### src/hw/rtl/mwnw_isqrt.sv
// ----------------------------------------------------------------------------
// mwnw_isqrt: iterative integer square root
// Floor square root of a 64-bit value, one result bit per cycle.
// ----------------------------------------------------------------------------
module mwnw_isqrt (
   input  logic        clock,
   input  logic        reset,
   input  logic        start,
   input  logic [63:0] value,
   output logic        done,
   output logic [31:0] root
);

   logic        run_ff, run_in;
   logic        done_ff, done_in;
   logic [4:0]  cnt_ff, cnt_in;
   logic [63:0] v_ff, v_in;
   logic [63:0] r_ff, r_in;
   logic [63:0] bit_ff, bit_in;
   logic [63:0] trial;

   always_comb begin
      run_in = run_ff;
      done_in = 1'b0;
      cnt_in = cnt_ff;
      v_in = v_ff;
      r_in = r_ff;
      bit_in = bit_ff;
      trial = r_ff + bit_ff;
      if (start) begin
         run_in = 1'b1;
         cnt_in = 5'd0;
         v_in = value;
         r_in = 64'd0;
         bit_in = 64'd1 << 62;
      end else if (run_ff) begin
         if (v_ff >= trial) begin
            v_in = v_ff - trial;
            r_in = (r_ff >> 1) + bit_ff;
         end else begin
            r_in = r_ff >> 1;
         end
         bit_in = bit_ff >> 2;
         cnt_in = cnt_ff + 5'd1;
         if (cnt_ff == 5'd31) begin
            run_in = 1'b0;
            done_in = 1'b1;
         end
      end
   end

   always_ff @(posedge clock) begin
      if (reset) begin
         run_ff <= 1'b0;
         done_ff <= 1'b0;
      end else begin
         run_ff <= run_in;
         done_ff <= done_in;
      end
      cnt_ff <= cnt_in;
      v_ff <= v_in;
      r_ff <= r_in;
      bit_ff <= bit_in;
   end

   assign done = done_ff;
   assign root = r_ff[31:0];

endmodule

### config.mk
export PLATFORM = sky130hd
export DESIGN_NAME = mwnw_isqrt
export DESIGN_NICKNAME = d
export VERILOG_FILES = /design/src/hw/rtl/mwnw_isqrt.sv
export SDC_FILE = /design/constraint.sdc
export NUM_CORES = 1
export LEC_CHECK = 0
export BUFFER_PORTS_ARGS = -buffer_cell sky130_fd_sc_hd__buf_2
export CAP_MARGIN = 10
export CORE_ASPECT_RATIO = 0.6
export CORE_MARGIN = 2
export CORE_UTILIZATION = 25
export DETAILED_ROUTE_END_ITERATION = 8
export GPL_TIMING_DRIVEN = 0
export HOLD_SLACK_MARGIN = 0.06
export MAX_ROUTING_LAYER = met4
export PLACE_DENSITY = 0.51
export SYNTH_ARGS = -nofsm -noshare
export SYNTH_HDL_FRONTEND = slang
export SYNTH_SLANG_ARGS = --single-unit
### constraint.sdc
create_clock -name clock -period 10 [get_ports clock]
set_input_delay 1 -clock clock [delete_from_list [all_inputs] [get_ports clock]]
set_output_delay 1 -clock clock [all_outputs]
set_load 0.05 [all_outputs]
==> results by stage <==
Critical path:
- Among the stages of the critical path, the cell type that occurs most often is sky130_fd_sc_hd__clkbuf_1.
- Of all nets on the critical path, the largest fanout is 43.
- The register-to-register path setup slack is 1.00 ns.
- The length in cells of the worst reg-to-reg path is 23.
- The startpoint of the lowest-slack register-to-register path is r_ff[2].
- The worst-path cell with the longest stage delay is sky130_fd_sc_hd__nor4_1.
- The critical path is of the reg2reg type.
- The worst setup path is captured at a register.
- STA puts the critical path data arrival time at 9.14 ns.
- STA classifies the critical path startpoint as a register.
- The capturing point of the worst reg2reg path is v_ff[44].
- The critical path goes through ha_1, nand3_1, a211oi_1, a21oi_1, o21ai_1, a31oi_1, o21ai_1, a211o_1, a31oi_1, o21bai_1, xnor2_1, ha_1, clkbuf_1, and4_1, nand2_1, nor4_1, a221o_1, or2_1, clkbuf_1, clkbuf_1, nand2_1, nand2_4, buf_16.
- The required time of the worst setup path is 10.15 ns.
- The stage delay of the slowest cell on the critical path is 1.07 ns.

Place:
- After legalization and detailed placement, the total HPWL measured 49.4 mm.
- The number of cells in the design after placement is 2911.
- Buffers placed on the I/O ports in this run total 98.
- The weighted congestion reported at the end of routability-driven placement is 0.927.

Clock tree:
- The number of hold buffers added after CTS was 0.
- Clock-pin slew was measured on the worst setup and hold paths at 0.07 ns.
- The number of buffers inserted during clock tree synthesis is 17.
- Gates resized during post-CTS repair numbered 0.
- The total clock sinks is 167.
- CTS built an H-tree with a depth of 4.
- The buffers inserted during post-CTS setup optimization is 0.
- TritonCTS built the clock tree.
- The clock tree root buffer cell is sky130_fd_sc_hd__clkbuf_16.
- The clock passes through at most 2 buffers.
- At the later pin of the worst-skew pair, clock insertion delay measures 0.48 ns.

Yosys:
- The total standard cell area after synthesis is 15500 µm².
- After synthesis, the netlist uses 80 different library cells.
- After synthesis, the share of flip-flops with an asynchronous set or reset is 0.
- The mean area per synthesized cell is 7.84 µm².
- The Yosys warning count is 0.
- Yosys mapped a number of flops with a built-in enable equal to 64.
- The flip-flop cell with the highest count after synthesis is sky130_fd_sc_hd__dfxtp_1.
- The flip-flop and latch count after synthesis is 167.
- The number of cells produced by synthesis is 1982.
- The share of the Yosys chip area taken by registers is 0.257.
- Counting every net in the synthesized netlist gives 2182.

STA:
- The share of the clock period used by the worst path is 0.900.
- The worst-case hold slack is 0.512 ns.
- The post-route clock skew is 0.0191 ns.
- Setup repair after global routing left no endpoint under its margin.
- The worst path needs 9.00 ns of the cycle, external delays included.
- The actual transition at the worst max-transition pin is 1.27 ns.
- The number of max-slew violations in the final report is 0.
- Headroom to the max-slew limit came out at 0.147.
- The number of hold violations in the final report came to 0.
- Setup violations remaining at the end of the flow were counted as 0.
- Timing would allow up to 0.111 GHz.

Routing:
- For this block, the initial DRC count from the detailed router was 1872.
- Using the TritonRoute via totals, the vias-per-cell ratio works out to 5.47.
- The total routed wirelength is 61.7 mm.
- The first detailed-routing pass took 6 iterations.
- After detailed routing, the average wire length per cell comes to 21.0 µm.
- The remaining design rule violation count is 0.
- The number of nets with antenna violations after routing is 0.
- For this block, the via count after detailed routing is 16112.

GRT:
- The initial antenna violation count is 3.
- The total global-route track usage is 0.193.
- Global routing finished with a remaining overflow of 0.
- The via count of the first global-routing pass came to 14600.
- Entering global routing, the biggest net connects 44 pins.
- The first global-routing pass estimated 91.7 mm of wire.

Die:
- The initial core utilization is 0.254.
- The region available for standard cell placement spans 61100 µm².
- The floorplan step set the die height to 197 µm.
- The count of pins on the block boundary is 100.
- The width of the die is 326 µm.
- Row generation in the floorplan step produced 70 rows.
- The area of the die is 64200 µm².

Final layout:
- After the last flow step, the layout net total stands at 2302.
- The area growth from synthesis to layout is 13.9%.
- The count of fill cells added during filler insertion is 6693.
- Of the cells placed in the final design, the portion with a size suffix greater than 1 is 0.102.
- The count of inserted antenna diode cells is 0.
- The final cell count without fillers is 2943.

Power and ir drop:
- The analysis attributes to cell leakage a power of 0.00676 µW.
- The maximum ir drop on the vdd rail is 0.0000951 V.
- Dividing total power by cell area gives a power density of 248 nW/µm².
- The total power is 4390 µW.

Flow run:
- The total of max-cap violations is 0.

Status:
- The run finished with clean final reports.

Hold path:
- The tightest min-delay check is of the reg2reg type.
- The worst hold path depth is 2.
- The startpoint identified for the worst hold timing path is r_ff[0].
- The endpoint of the worst hold path is r_ff[0].
-- final cells by class --
cell class                 instances  area (µm²)  share of cell area
tap                              828        1040              0.0585
timing repair buffer             101         551              0.0311
multi-input combinational       1625       10700               0.605
inverter                          46         173             0.00976
sequential                       167        3980               0.225
buffer                           144         673              0.0380
clock buffer                      20         457              0.0258
clock inverter                    12         115             0.00650
-- state kept, by name, indices dropped and copies added (netlist names) --
signal  count
r_ff       64
v_ff       64
bit_ff     32
cnt_ff      5
done        1
run_ff      1
-- worst max-delay path, delay by kind of cell (launching register included) --
kind | cells | cell delay [ns]
compound gates | 9 | 3.41
xor+xnor | 1 | 0.11
fa+ha+maj | 2 | 0.68
buf+inv | 4 | 1.45
flops | 1 | 0.39
simple gates | 7 | 2.55
-- worst max-delay path by stage --
stage	from	end	slack, ns	cells past startpoint
after floorplan	r_ff[4]	v_ff[0]	3.37	23
after global placement	r_ff[2]	v_ff[44]	-0.42	22
after detailed placement	r_ff[2]	v_ff[44]	1.36	23
after CTS	r_ff[2]	v_ff[44]	1.30	23
after global routing	r_ff[2]	v_ff[41]	0.69	23
final	r_ff[2]	v_ff[44]	1.00	23
-- per-stage QoR --
stage                     setup WS [ns]  instance area, µm²   util  TNS, ns
final                              1.00               17700  0.289        0
after global routing              0.690               17700  0.289        0
after CTS                          1.30               17700  0.289        0
after detailed placement           1.36               17100  0.280        0
after global placement           -0.422               17100  0.279   -26.05
after floorplan                    3.37               15500      -        0
-- metal layers --
metal  vias up  share of wire  track usage
met2       768           0.37        0.239
met1      7733           0.52        0.300
met4         0          0.014       0.0391
met5         -              0            -
li1       7556              -            -
met3        55           0.10       0.0534
-- cell families after synthesis --
group / synth area share
AOI/OAI and AO/OA: 0.269
DFF: 0.257
and+or+nand+nor: 0.193
adders and majority gates: 0.108
xor gates and xnor gates: 0.0846
muxes: 0.0351
buffers and inverters: 0.0545
-- cells in the mapped netlist (14+ instances only) --
cell,n,share of area
sky130_fd_sc_hd__xnor2_1,77,0.043
sky130_fd_sc_hd__inv_1,46,0.011
sky130_fd_sc_hd__a21o_1,36,0.017
sky130_fd_sc_hd__buf_4,32,0.015
sky130_fd_sc_hd__dfxtp_1,103,0.13
sky130_fd_sc_hd__nand2b_1,14,0.0056
sky130_fd_sc_hd__nand3_1,35,0.011
sky130_fd_sc_hd__mux2i_1,50,0.032
sky130_fd_sc_hd__nor3_1,36,0.012
sky130_fd_sc_hd__clkbuf_1,97,0.023
sky130_fd_sc_hd__and2_1,15,0.0060
sky130_fd_sc_hd__a311oi_1,21,0.012
sky130_fd_sc_hd__a31o_2,14,0.0079
sky130_fd_sc_hd__o21a_1,27,0.013
sky130_fd_sc_hd__o21bai_1,30,0.015
sky130_fd_sc_hd__a31oi_1,62,0.025
sky130_fd_sc_hd__nand4_1,52,0.021
sky130_fd_sc_hd__a221oi_1,15,0.0085
sky130_fd_sc_hd__a21oi_1,137,0.044
sky130_fd_sc_hd__xor2_1,73,0.041
sky130_fd_sc_hd__nand2_1,235,0.057
sky130_fd_sc_hd__or3_1,20,0.0081
sky130_fd_sc_hd__a211oi_1,25,0.012
sky130_fd_sc_hd__edfxtp_1,64,0.12
sky130_fd_sc_hd__ha_1,132,0.11
sky130_fd_sc_hd__nor2_1,170,0.041
sky130_fd_sc_hd__and3_1,20,0.0081
sky130_fd_sc_hd__o21ai_0,170,0.055
-- cell usage in the layout, fill, tap and decap left out, drive strengths merged, types with 64 or more instances in the layout --
| master | Yosys | layout |
|---|---|---|
| nand2 | 235 | 235 |
| o21ai | 179 | 179 |
| nor2 | 171 | 171 |
| buf | 47 | 148 |
| a21oi | 137 | 137 |
| ha | 132 | 132 |
| clkbuf | 97 | 117 |
| dfxtp | 103 | 103 |
| xnor2 | 77 | 77 |
| xor2 | 73 | 73 |
| edfxtp | 64 | 64 |
-- power by group --
| group | leakage, µW | internal (µW) | switching [µW] |
|---|---|---|---|
| combinational | 0.00501 | 915 | 1740 |
| sequential | 0.00148 | 914 | 116 |
| clock | 0.000270 | 360 | 343 |
| total | 0.00676 | 2190 | 2200 |
(Power assumes the default switching activity.)
